File: config.mk
export PLATFORM = sky130hd
export DESIGN_NAME = markup_item_tokenizer
export DESIGN_NICKNAME = d
export VERILOG_FILES = /design/src/hw/rtl/mit_pkg.sv /design/src/hw/rtl/markup_item_tokenizer.sv
export SDC_FILE = /design/constraint.sdc
export NUM_CORES = 1
export LEC_CHECK = 0
export ABC_AREA = 1
export BUFFER_PORTS_ARGS = -buffer_cell sky130_fd_sc_hd__clkbuf_2
export CAP_MARGIN = 20
export CORE_ASPECT_RATIO = 1.2
export CORE_MARGIN = 2
export CORE_UTILIZATION = 40
export DETAILED_ROUTE_END_ITERATION = 10
export MAX_ROUTING_LAYER = met4
export PLACE_DENSITY = 0.61
export SLEW_MARGIN = 0
export SYNTH_ARGS = -nofsm -noshare
export SYNTH_HDL_FRONTEND = slang
export SYNTH_SLANG_ARGS = --single-unit
File: constraint.sdc
create_clock -name clock -period 5.4 [get_ports clock]
set_input_delay 0 -clock clock [delete_from_list [all_inputs] [get_ports clock]]
set_output_delay 0 -clock clock [all_outputs]
set_load 0.005 [all_outputs]
File: src/hw/rtl/mit_pkg.sv
// Shared types, constants and helpers of the markup item tokenizer.
`default_nettype none
package mit_pkg;

   localparam int BYTE_W           = 8;
   localparam int CFG_W            = 16;
   localparam int STATUS_W         = 4;
   localparam int OUT_POS_W        = 16;
   localparam int NAME_LEN_W       = 6;
   localparam int LEN_W            = 16;
   localparam int KW_W             = 3;
   localparam int RSP_FIELDS_W     = 2 * OUT_POS_W + NAME_LEN_W + 1;
   localparam int RSP_DATA_W       = ((RSP_FIELDS_W + 7) / 8) * 8;
   localparam int FIFO_DEPTH       = 4;
   localparam int FIFO_PTR_W       = $clog2(FIFO_DEPTH);
   localparam int FIFO_CNT_W       = $clog2(FIFO_DEPTH + 1);
   localparam int MAX_NAME_LEN_DEF = 32;
   localparam int POS_BITS_DEF     = 16;

   localparam logic [CFG_W-1:0]  MAX_FIELD_LENGTH_RST = 16'd4096;
   localparam logic [KW_W-1:0]   KW_LAST              = 3'd6;
   localparam logic [LEN_W-1:0]  LEN_SAT              = 16'hFFFF;

   localparam logic [BYTE_W-1:0] CH_LT    = 8'h3C;
   localparam logic [BYTE_W-1:0] CH_GT    = 8'h3E;
   localparam logic [BYTE_W-1:0] CH_SLASH = 8'h2F;
   localparam logic [BYTE_W-1:0] CH_SPACE = 8'h20;
   localparam logic [BYTE_W-1:0] CH_TAB   = 8'h09;
   localparam logic [BYTE_W-1:0] CH_EQ    = 8'h3D;
   localparam logic [BYTE_W-1:0] CH_0     = 8'h30;
   localparam logic [BYTE_W-1:0] CH_9     = 8'h39;
   localparam logic [BYTE_W-1:0] CH_LOW   = 8'd33;
   localparam logic [BYTE_W-1:0] CH_HIGH  = 8'd126;
   localparam logic [BYTE_W-1:0] CASE_BIT = 8'h20;

   typedef enum logic [STATUS_W-1:0] {
      ST_ITEM           = 4'd0,
      ST_END            = 4'd1,
      ST_CLOSE_FIRST    = 4'd2,
      ST_TRUNCATED      = 4'd3,
      ST_BAD_ATTR       = 4'd4,
      ST_BAD_LENGTH     = 4'd5,
      ST_NO_GT          = 4'd6,
      ST_COUNT_MISMATCH = 4'd7,
      ST_NO_CLOSE       = 4'd8,
      ST_NAME_LONG      = 4'd9
   } status_type;

   typedef enum logic [15:0] {
      PH_SEEK     = 16'h0001,
      PH_AFTER_LT = 16'h0002,
      PH_SKIPLEAD = 16'h0004,
      PH_NAME     = 16'h0008,
      PH_ATTR_WS  = 16'h0010,
      PH_KEYWORD  = 16'h0020,
      PH_DIGITS   = 16'h0040,
      PH_COUNT    = 16'h0080,
      PH_C_LT     = 16'h0100,
      PH_C_SLASH  = 16'h0200,
      PH_C_NAME   = 16'h0400,
      PH_C_GT     = 16'h0800,
      PH_SEARCH   = 16'h1000,
      PH_U_LT     = 16'h2000,
      PH_U_NAME   = 16'h4000,
      PH_U_GT     = 16'h8000
   } phase_type;

   typedef struct packed {
      logic                    last;
      logic                    counted;
      logic [NAME_LEN_W-1:0]   name_length;
      logic [OUT_POS_W-1:0]    value_end;
      logic [OUT_POS_W-1:0]    value_start;
      status_type              status;
   } rsp_type;

   function automatic logic [BYTE_W-1:0] kw_char(input logic [KW_W-1:0] idx);
      logic [BYTE_W-1:0] c;
      case (idx)
         3'd0:    c = 8'h6C;
         3'd1:    c = 8'h65;
         3'd2:    c = 8'h6E;
         3'd3:    c = 8'h67;
         3'd4:    c = 8'h74;
         3'd5:    c = 8'h68;
         default: c = CH_EQ;
      endcase
      return c;
   endfunction

endpackage
`default_nettype wire

File: src/hw/rtl/markup_item_tokenizer.sv
// Top level of the markup item tokenizer: byte parser and result queue.
//
// Usage: document bytes enter on the req_ channel, one byte per transaction,
// req_tlast on the final byte of a document. Each byte is parsed in the cycle
// it is accepted and gives zero, one or two results, which are queued for the
// rsp_ channel; rsp_tuser carries the status, rsp_tlast marks the final result
// caused by a byte. csr_ carries max_field_length and is always ready; write it
// only while the block is idle.
// Results are written into the result queue when the byte is accepted.
// Throughput: one byte per cycle while the receiver keeps up; a byte giving
// two results queues both, which leave on rsp_ one after the other. The limit
// is the four-entry result queue, which accepts a byte whenever two entries are free.
// Reset: synchronous; returns to seeking '<' at position zero with an empty
// queue and max_field_length 4096. The tag name store is not cleared.
// Stall: with rsp_tready low, results hold in the queue and req_tready drops
// once fewer than two entries are free.
`default_nettype none
module markup_item_tokenizer
   import mit_pkg::*;
#(
   parameter int MAX_NAME_LEN = MAX_NAME_LEN_DEF,
   parameter int POS_BITS     = POS_BITS_DEF
) (
   input  wire logic                   clock,
   input  wire logic                   reset,
   input  wire logic                   csr_valid,
   output      logic                   csr_ready,
   input  wire logic [CFG_W-1:0]       csr_data,    // max_field_length
   input  wire logic                   req_tvalid,
   output      logic                   req_tready,
   input  wire logic [BYTE_W-1:0]      req_tdata,   // data_byte
   input  wire logic                   req_tlast,   // end_of_document
   output      logic                   rsp_tvalid,
   input  wire logic                   rsp_tready,
   // value_start [15:0], value_end [31:16], name_length [37:32], counted [38]
   output      logic [RSP_DATA_W-1:0]  rsp_tdata,
   output      logic [STATUS_W-1:0]    rsp_tuser,   // status
   output      logic                   rsp_tlast    // last_result
);

   localparam int IDX_W = (MAX_NAME_LEN > 1) ? $clog2(MAX_NAME_LEN) : 1;
   localparam int CNT_W = $clog2(MAX_NAME_LEN + 1);
   localparam logic [CNT_W-1:0] NAME_MAX = CNT_W'(MAX_NAME_LEN);

   logic [CFG_W-1:0]     max_len_ff;
   phase_type            phase_ff, phase_in;
   logic [POS_BITS-1:0]  pos_ff, pos_in;
   logic [CNT_W-1:0]     tag_count_ff, tag_count_in;
   logic [CNT_W-1:0]     match_ff, match_in;
   logic [LEN_W-1:0]     len_ff, len_in;
   logic [LEN_W-1:0]     left_ff, left_in;
   logic [POS_BITS-1:0]  sov_ff, sov_in;
   logic [POS_BITS-1:0]  endc_ff, endc_in;
   logic [KW_W-1:0]      kw_ff, kw_in;
   logic                 stop_ff, stop_in;

   logic [BYTE_W-1:0]    tag_mem [MAX_NAME_LEN];
   logic [BYTE_W-1:0]    tag_rd_ff;
   logic                 tag_we;
   logic [IDX_W-1:0]     tag_wr_addr;
   logic [IDX_W-1:0]     tag_rd_addr;

   rsp_type              fifo_mem [FIFO_DEPTH];
   logic [FIFO_PTR_W-1:0] wr_ptr_ff, rd_ptr_ff;
   logic [FIFO_CNT_W-1:0] count_ff;

   logic                 req_acc, rsp_acc;
   logic [BYTE_W-1:0]    b;
   logic                 eod;
   logic                 err, item, item_counted;
   status_type           err_code, end_code;
   logic                 open_done, open_counted;
   logic                 name_hit;
   logic [LEN_W+3:0]     digit_sum;
   logic [POS_BITS-1:0]  ve_counted;
   logic                 has_a, has_b;
   rsp_type              res_a, res_b, wr0, wr1;
   logic [1:0]           n_wr;

   assign csr_ready = 1'b1;
   assign b         = req_tdata;
   assign eod       = req_tlast;
   assign req_tready = (count_ff <= FIFO_CNT_W'(FIFO_DEPTH - 2));
   assign req_acc   = req_tvalid && req_tready;
   assign rsp_tvalid = (count_ff != '0);
   assign rsp_acc   = rsp_tvalid && rsp_tready;

   assign name_hit  = (match_ff < tag_count_ff) && (match_ff < NAME_MAX) && (tag_rd_ff == b);
   assign digit_sum = {len_ff, 3'b000} + {2'b00, len_ff, 1'b0} + (LEN_W+4)'(b - CH_0);
   assign ve_counted = sov_ff + POS_BITS'(len_ff) - POS_BITS'(1);

   always_comb begin
      phase_in     = phase_ff;
      tag_count_in = tag_count_ff;
      match_in     = match_ff;
      len_in       = len_ff;
      left_in      = left_ff;
      sov_in       = sov_ff;
      endc_in      = endc_ff;
      kw_in        = kw_ff;
      stop_in      = stop_ff;
      tag_we       = 1'b0;
      tag_wr_addr  = tag_count_ff[IDX_W-1:0];
      err          = 1'b0;
      err_code     = ST_ITEM;
      item         = 1'b0;
      item_counted = 1'b0;
      open_done    = 1'b0;
      open_counted = 1'b0;
      if (!stop_ff) begin
         case (phase_ff)
            PH_SEEK: begin
               if (b == CH_LT) phase_in = PH_AFTER_LT;
            end
            PH_AFTER_LT, PH_SKIPLEAD: begin
               if (phase_ff == PH_AFTER_LT && b == CH_SLASH) begin
                  err      = 1'b1;
                  err_code = ST_CLOSE_FIRST;
               end else if (!(b inside {[CH_LOW:CH_HIGH]})) begin
                  phase_in = PH_SKIPLEAD;
               end else begin
                  tag_we       = 1'b1;
                  tag_wr_addr  = '0;
                  tag_count_in = CNT_W'(1);
                  phase_in     = PH_NAME;
               end
            end
            PH_NAME: begin
               if (b == CH_GT) begin
                  open_done = 1'b1;
               end else if (b inside {CH_SPACE, CH_TAB}) begin
                  phase_in = PH_ATTR_WS;
               end else if (tag_count_ff >= NAME_MAX) begin
                  err      = 1'b1;
                  err_code = ST_NAME_LONG;
               end else begin
                  tag_we       = 1'b1;
                  tag_count_in = tag_count_ff + CNT_W'(1);
               end
            end
            PH_ATTR_WS: begin
               if (b inside {CH_SPACE, CH_TAB}) begin
                  phase_in = PH_ATTR_WS;
               end else if (b == CH_GT) begin
                  open_done = 1'b1;
               end else if ((b | CASE_BIT) == kw_char('0)) begin
                  kw_in    = KW_W'(1);
                  phase_in = PH_KEYWORD;
               end else begin
                  err      = 1'b1;
                  err_code = ST_BAD_ATTR;
               end
            end
            PH_KEYWORD: begin
               if (kw_ff >= KW_LAST) begin
                  if (b == CH_EQ) begin
                     kw_in    = '0;
                     len_in   = '0;
                     phase_in = PH_DIGITS;
                  end else begin
                     err      = 1'b1;
                     err_code = ST_BAD_ATTR;
                  end
               end else if ((b | CASE_BIT) == kw_char(kw_ff)) begin
                  kw_in = kw_ff + KW_W'(1);
               end else begin
                  err      = 1'b1;
                  err_code = ST_BAD_ATTR;
               end
            end
            PH_DIGITS: begin
               if (b inside {[CH_0:CH_9]}) begin
                  len_in = (digit_sum > (LEN_W+4)'(LEN_SAT)) ? LEN_SAT : digit_sum[LEN_W-1:0];
                  kw_in  = KW_W'(1);
               end else if (kw_ff == '0) begin
                  err      = 1'b1;
                  err_code = ST_BAD_LENGTH;
               end else if (len_ff == '0 || len_ff >= max_len_ff) begin
                  err      = 1'b1;
                  err_code = ST_BAD_LENGTH;
               end else if (b != CH_GT) begin
                  err      = 1'b1;
                  err_code = ST_NO_GT;
               end else begin
                  open_done    = 1'b1;
                  open_counted = 1'b1;
               end
            end
            PH_COUNT: begin
               if (left_ff <= LEN_W'(1)) begin
                  left_in  = '0;
                  phase_in = PH_C_LT;
               end else begin
                  left_in = left_ff - LEN_W'(1);
               end
            end
            PH_C_LT: begin
               if (b == CH_LT) begin
                  phase_in = PH_C_SLASH;
               end else begin
                  err      = 1'b1;
                  err_code = ST_COUNT_MISMATCH;
               end
            end
            PH_C_SLASH: begin
               if (b == CH_SLASH) begin
                  match_in = '0;
                  phase_in = PH_C_NAME;
               end else begin
                  err      = 1'b1;
                  err_code = ST_COUNT_MISMATCH;
               end
            end
            PH_C_NAME: begin
               if (name_hit) begin
                  match_in = match_ff + CNT_W'(1);
                  if (match_in >= tag_count_ff) phase_in = PH_C_GT;
               end else begin
                  err      = 1'b1;
                  err_code = ST_COUNT_MISMATCH;
               end
            end
            PH_C_GT: begin
               if (b == CH_GT) begin
                  item         = 1'b1;
                  item_counted = 1'b1;
               end else begin
                  err      = 1'b1;
                  err_code = ST_COUNT_MISMATCH;
               end
            end
            PH_SEARCH: begin
               if (b == CH_LT) phase_in = PH_U_LT;
            end
            PH_U_LT: begin
               if (b == CH_SLASH) begin
                  endc_in  = pos_ff - POS_BITS'(2);
                  match_in = '0;
                  phase_in = PH_U_NAME;
               end else begin
                  phase_in = (b == CH_LT) ? PH_U_LT : PH_SEARCH;
               end
            end
            PH_U_NAME: begin
               if (name_hit) begin
                  match_in = match_ff + CNT_W'(1);
                  if (match_in >= tag_count_ff) phase_in = PH_U_GT;
               end else begin
                  phase_in = (b == CH_LT) ? PH_U_LT : PH_SEARCH;
               end
            end
            PH_U_GT: begin
               if (b == CH_GT) begin
                  item = 1'b1;
               end else begin
                  phase_in = (b == CH_LT) ? PH_U_LT : PH_SEARCH;
               end
            end
            default: phase_in = PH_SEEK;
         endcase
      end

      if (open_done) begin
         sov_in = pos_ff + POS_BITS'(1);
         if (open_counted) begin
            left_in  = len_ff;
            phase_in = PH_COUNT;
         end else begin
            phase_in = PH_SEARCH;
         end
      end

      if (err) stop_in = 1'b1;
      else if (item) phase_in = PH_SEEK;

      if (stop_ff) end_code = ST_END;
      else begin
         case (phase_in)
            PH_SEEK:     end_code = ST_END;
            PH_KEYWORD:  end_code = ST_BAD_ATTR;
            PH_AFTER_LT, PH_SKIPLEAD, PH_NAME, PH_ATTR_WS, PH_DIGITS:
                         end_code = ST_TRUNCATED;
            default:     end_code = ST_NO_CLOSE;
         endcase
      end

      if (eod) begin
         phase_in = PH_SEEK;
         stop_in  = 1'b0;
         pos_in   = '0;
      end else begin
         pos_in = pos_ff + POS_BITS'(1);
      end
   end

   always_comb begin
      has_a = err || item;
      has_b = eod && !err;

      res_a             = '0;
      res_a.last        = !has_b;
      if (err) begin
         res_a.status = err_code;
      end else begin
         res_a.status      = ST_ITEM;
         res_a.value_start = OUT_POS_W'(sov_ff);
         res_a.value_end   = item_counted ? OUT_POS_W'(ve_counted) : OUT_POS_W'(endc_ff);
         res_a.name_length = NAME_LEN_W'(tag_count_ff);
         res_a.counted     = item_counted;
      end

      res_b        = '0;
      res_b.status = end_code;
      res_b.last   = 1'b1;

      wr0  = has_a ? res_a : res_b;
      wr1  = res_b;
      n_wr = {1'b0, has_a} + {1'b0, has_b};
   end

   assign tag_rd_addr = req_acc ? match_in[IDX_W-1:0] : match_ff[IDX_W-1:0];

   always_ff @(posedge clock) begin
      if (req_acc && tag_we) tag_mem[tag_wr_addr] <= b;
      tag_rd_ff <= tag_mem[tag_rd_addr];
   end

   always_ff @(posedge clock) begin
      if (reset) begin
         max_len_ff   <= MAX_FIELD_LENGTH_RST;
         phase_ff     <= PH_SEEK;
         pos_ff       <= '0;
         tag_count_ff <= '0;
         match_ff     <= '0;
         len_ff       <= '0;
         left_ff      <= '0;
         sov_ff       <= '0;
         endc_ff      <= '0;
         kw_ff        <= '0;
         stop_ff      <= 1'b0;
      end else begin
         if (csr_valid && csr_ready) max_len_ff <= csr_data;
         if (req_acc) begin
            phase_ff     <= phase_in;
            pos_ff       <= pos_in;
            tag_count_ff <= tag_count_in;
            match_ff     <= match_in;
            len_ff       <= len_in;
            left_ff      <= left_in;
            sov_ff       <= sov_in;
            endc_ff      <= endc_in;
            kw_ff        <= kw_in;
            stop_ff      <= stop_in;
         end
      end
   end

   always_ff @(posedge clock) begin
      if (req_acc && n_wr != 2'd0) fifo_mem[wr_ptr_ff] <= wr0;
      if (req_acc && n_wr == 2'd2) fifo_mem[wr_ptr_ff + FIFO_PTR_W'(1)] <= wr1;
   end

   always_ff @(posedge clock) begin
      if (reset) begin
         wr_ptr_ff <= '0;
         rd_ptr_ff <= '0;
         count_ff  <= '0;
      end else begin
         if (req_acc) wr_ptr_ff <= wr_ptr_ff + FIFO_PTR_W'(n_wr);
         if (rsp_acc) rd_ptr_ff <= rd_ptr_ff + FIFO_PTR_W'(1);
         count_ff <= count_ff + (req_acc ? FIFO_CNT_W'(n_wr) : '0)
                     - (rsp_acc ? FIFO_CNT_W'(1) : '0);
      end
   end

   always_comb begin
      rsp_tdata = '0;
      rsp_tdata[OUT_POS_W-1:0]               = fifo_mem[rd_ptr_ff].value_start;
      rsp_tdata[2*OUT_POS_W-1:OUT_POS_W]     = fifo_mem[rd_ptr_ff].value_end;
      rsp_tdata[2*OUT_POS_W+NAME_LEN_W-1:2*OUT_POS_W] = fifo_mem[rd_ptr_ff].name_length;
      rsp_tdata[2*OUT_POS_W+NAME_LEN_W]      = fifo_mem[rd_ptr_ff].counted;
   end

   assign rsp_tuser = fifo_mem[rd_ptr_ff].status;
   assign rsp_tlast = fifo_mem[rd_ptr_ff].last;

endmodule
`default_nettype wire

# After elaboration in Yosys (flattened, before gate mapping)
# Memory sizes are Yosys's and may differ from the RTL's. A register that Yosys moved wholly into a read port is not among the register bits.
# Index checks and enable logic that the tools add are counted.
# word_totals
register_bits	135
mem_bits_rw	432
input_bits	30
output_inout_bits	48
wordCells	285
n_memories	2
# classes
add_sub_neg	17
magnitude_cmp	13
eq_ne	54
n_mux	145
bitwise_logic	1
reduce_logical	38
# memory_table
name	words	word_bits	rd	rd_ports_with_merged_regs	write_ports	line	text
tag_mem	32	8	1	1	1	markup_item_tokenizer.sv:57	logic [BYTE_W-1:0] tag_mem [MAX_NAME_LEN];
fifo_mem	4	44	1	1	2	markup_item_tokenizer.sv:63	rsp_type fifo_mem [FIFO_DEPTH];
# op_table
cell	n
16-bit 2-to-1 mux	34
16-bit case mux with 14 select lines	1
3-bit 2-to-1 mux	20
1-bit 2-to-1 mux	47
44-bit 2-to-1 mux	1
6-bit 2-to-1 mux	7
7-bit case mux with 6 select lines	1
8-bit by 6-bit == test with 1-bit output, second input constant	5
39-bit 2-to-1 mux	1
4-bit case mux with 9 select lines	1
16-bit by 1-bit == test with 1-bit output, second input constant	2
16-bit by 2-bit == test with 1-bit output, second input constant	2
16-bit by 3-bit == test with 1-bit output, second input constant	2
16-bit by 4-bit == test with 1-bit output, second input constant	2
16-bit by 5-bit == test with 1-bit output, second input constant	2
16-bit by 6-bit == test with 1-bit output, second input constant	2
16-bit by 7-bit == test with 1-bit output, second input constant	2
4-bit 2-to-1 mux	8
16-bit case mux with 2 select lines	1
16-bit by 1-bit subtractor with 16-bit output, second input constant	2
5-bit 2-to-1 mux	6
8-bit 2-to-1 mux	3
6-bit case mux with 2 select lines	2
2-bit inequality test, second input constant	11
69 further kinds	103

# Depth between registers and ports, before layout
# depth
word_depth	17
mapped_depth	31
mapped_depth_nobuf	29

# Worst setup path after synthesis
# OpenSTA, ideal clock, no wires.
# synth_timing
kind	reg-to-reg
from	register tag_count_ff[2]
to	memory fifo_mem[1][34] (netlist name)
setup_time_ns	0.128
arrival_ns	4.265
setup_slack_ns	1.007
path_stages_with_launch	32
path_buffers	4
path_cell_list	dfxtp_1 clkbuf_1 inv_1 ha_1 nand2_1 nor2_1 o21ai_0 inv_1 nor2_2 nand2_1 inv_2 o22ai_1 nor2_1 nand3_1 a21oi_1 nand3_1 nand2_1 inv_2 nor2_1 inv_1 ha_1 nor2_1 inv_1 nor3_1 inv_1 buf_2 nand2_1 inv_1 clkbuf_1 clkbuf_1 nand2_1 o21ai_0
# synth_lines
item	line	text
from (decl)	markup_item_tokenizer.sv:48	logic [CNT_W-1:0] tag_count_ff, tag_count_in;
from (signal assigned)	markup_item_tokenizer.sv:346	tag_count_ff <= tag_count_in;
to (decl)	markup_item_tokenizer.sv:63	

==> flow_metrics.env <==
export IMPL_asyncSetResetFlopFracSynth=0
export IMPL_chipHeight_um=298.7
export IMPL_netlist_top_cell_by_area="edfxtp_1"
export IMPL_route_vias_total=23966
export IMPL_most_frequent_standard_cell_in_the_layout_excluding_fill_and_tap_cells="nand2_1"
export IMPL_timing_final_crit_period_ps=4802
export IMPL_clk_insertion_delay_late_ps=630
export IMPL_slew_viol_final=0
export IMPL_mappedNetlistArea_mm2=0.02895
export IMPL_register_bank_with_the_most_flops="tag_mem"
export IMPL_power_per_cell_area_mw_per_mm2=307.7
export IMPL_synth_top_cell_area_share=0.2821
export IMPL_num_clock_sinks=577
export IMPL_cts_reportedPaths_clkPinSlew_ps=60
export IMPL_max_clock_freq_ghz=0.2082
export IMPL_io_pins=78
export IMPL_io_buffers=75
export IMPL_final_hold_violation_count=0
export IMPL_tritoncts="built"
export IMPL_dr_pass1_iters=5
export IMPL_die_width_um=249.6
export IMPL_final_nets=3605
export IMPL_gp_routability_congestion=0.9270
export IMPL_status="finished, final reports clean"
export IMPL_critPathArrivalTime_ps=5290
export IMPL_largest_net_degree_at_the_start_of_global_routing=65
export IMPL_worst_clock_skew_ps=23.55
export IMPL_worstSetupStartpoint="tag_count_ff[3]"
export IMPL_track_usage=0.2269
export IMPL_hold_class="input port to register"
export IMPL_layout_common_cells="530 x nand2_1, 429 x o21ai_0, 332 x nor2_1"
export IMPL_largest_reg_flops=256
export IMPL_criticalPathCategory="register to register"
export IMPL_detail_route_antenna_nets=0
export IMPL_fillCellCount=7028
export IMPL_origin_of_the_worst_min_delay_path="req_tdata[2]"
export IMPL_setup_tns_ps=0
export IMPL_syn_instance_count=3391
export IMPL_finalSetupViolations=0
export IMPL_synth_enable_flop_cells=272
export IMPL_numCtsBuffers=57
export IMPL_worst_path_max_fanout=31
export IMPL_peakVddDrop_mv=0.2637
export IMPL_r2r_start="tag_count_ff[3]"
export IMPL_areaGrowthSynthToFinish_pct=12.53
export IMPL_max_slew_margin_rel=0.3832
export IMPL_vias_per_cell=5.398
export IMPL_row_count=108
export IMPL_power_static_leakage_nw=12.70
export IMPL_core_region_area_mm2=0.07202
export IMPL_remaining_drc_errors=0
export IMPL_grt_setup_unrepaired="false"
export IMPL_grt_ovfl_total=0
export IMPL_route_detailed_wl_per_inst_um=18.74
export IMPL_power_mw=10.02
export IMPL_cts_path_max_buffers=3
export IMPL_drive_above_1_share=0.09986
export IMPL_cts_htree_levels=2
export IMPL_cp_start_kind="register"
export IMPL_cap_violations=0
export IMPL_dieArea_mm2=0.07455
export IMPL_ys_warn_count=0
export IMPL_grt_pass1_wl_mm=130.4
export IMPL_grt_pass1_vias=22791
export IMPL_start_util=0.4020
export IMPL_mappedNetlistNets=3538
export IMPL_routed_wl_mm=83.20
export IMPL_post_synth_num_cell_types=60
export IMPL_dp_final_hpwl_mm=56.12
export IMPL_diodes=0
export IMPL_clock_root_buffer="clkbuf_16"
export IMPL_ys_flop_type="dfxtp_1"
export IMPL_synth_seq_area_share=0.4930
export IMPL_layout_top_registers="tag_mem (256), fifo_mem (176)"
export IMPL_ys_ff_latch=577
export IMPL_crit_required_ps=5890
export IMPL_period_share=0.8893
export IMPL_synth_area_top_cells="edfxtp_1 28%, dfxtp_1 21%, o21ai_0 7.4%"
export IMPL_post_synth_cell_area_avg_um2=8.537
export IMPL_initial_antenna_violation_count=0
export IMPL_timing_worst_slew_pin_value_ps=925.3
export IMPL_drt_iter0_drc=1904
export IMPL_critical_path_endpoint_category="register"
routing by layer:
layer	track usage	vias up	share of wire
li1	-	11772	-
met1	0.2985	11476	0.45
met2	0.3768	603	0.48
met3	0.02090	115	0.042
met4	0.05967	0	0.024
met5	-	-	0
per-stage QoR:
stage | hold slack (ps) | setup slack [ps] | std cells | utilization | area [um^2]
CTS | 3.167 | 486.6 | 4437 | 0.4519 | 32550
global route | 44.53 | 4.989 | 4440 | 0.4523 | 32580
global placement | 215.3 | 735.6 | 4304 | 0.4210 | 30320
detailed placement | 218.2 | 542.4 | 4304 | 0.4210 | 30320
floorplan | 98.87 | 1007 | 3391 | - | 28950
finish | 58.75 | 597.6 | 4440 | 0.4523 | 32580
synthesized netlist by cell type, types with 5 or more instances:
library cell,number
o21ai_1,25
nand3_2,6
ha_1,100
nand4_1,31
clkbuf_1,119
a21oi_1,151
nand2_2,10
o21bai_1,47
o22ai_1,52
or2_0,20
nor2_4,5
clkinv_1,5
nand2_1,530
o2111ai_1,5
a31oi_1,5
nand3_1,237
nor2_2,7
buf_2,32
inv_2,21
a211oi_1,15
buf_6,9
nor3_1,42
xnor2_1,18
nor2_1,332
buf_1,8
xor2_1,46
edfxtp_1,272
o211ai_1,97
dfxtp_1,305
fa_1,17
inv_1,298
or2_2,28
o221ai_1,8
o21ai_0,429
critical path, stage by stage (launching register included):
cell	delay [ps]
dfxtp_1	440
inv_1	140
ha_1	320
nand2_1	70
inv_1	30
o21bai_1	120
nand2_1	70
nor2_1	200
nand2_1	110
inv_2	120
o22ai_1	80
nor2_1	210
nand3_1	110
a21oi_1	250
nand3_1	150
nand2_1	140
inv_2	80
nor2_1	180
ha_1	290
inv_1	60
nor2_1	100
inv_1	90
nor3_1	440
inv_2	250
buf_4	330
nand3_1	150
o21ai_0	100
cell families after synthesis:
group,synth area share
AND/OR/NAND/NOR,0.1918
buffers and inverters,0.06855
XOR/XNOR,0.01936
AO/OA/AOI/OAI,0.1720
adder cells (fa/ha/maj),0.05497
other,0.0002594
flip-flops,0.4930
timing repair:
| action | CTS | global route |
|---|---|---|
| hold buffers | 27 | 0 |
| setup buffers | 0 | 3 |
| endpoints found under the setup margin | 0 | 64 |
| gates resized for setup | 0 | 3 |
| hold endpoints to repair | 109 | 0 |
power breakdown:
part | switching [mW] | internal, mW
registers | 0.0671 | 4.64
clock network | 1.75 | 2.35
logic | 0.833 | 0.385
total | 2.65 | 7.37
final timing paths:
| check | end | slack [ps] | depth (start not counted) |
|---|---|---|---|
| setup reg to reg | fifo_mem[2][16] | 600 | 26 |
| setup / recovery | fifo_mem[2][16] | 600 | 26 |
| hold / removal | tag_mem[1][2] | 60 | 1 |
| hold reg to reg | fifo_mem[1][42] | 450 | 2 |
area by class of cell:
class	count	area [um^2]	area share
flip-flops and latches	577	14270	0.4382
well taps	935	1170	0.03591
repair buffers	180	1244	0.03817
inverters	324	1221	0.03748
clock buffers	73	1567	0.04808
clock inverters	33	387.9	0.01191
multi-input cells	2318	12710	0.3903
Power figures use the tool's default switching activity.
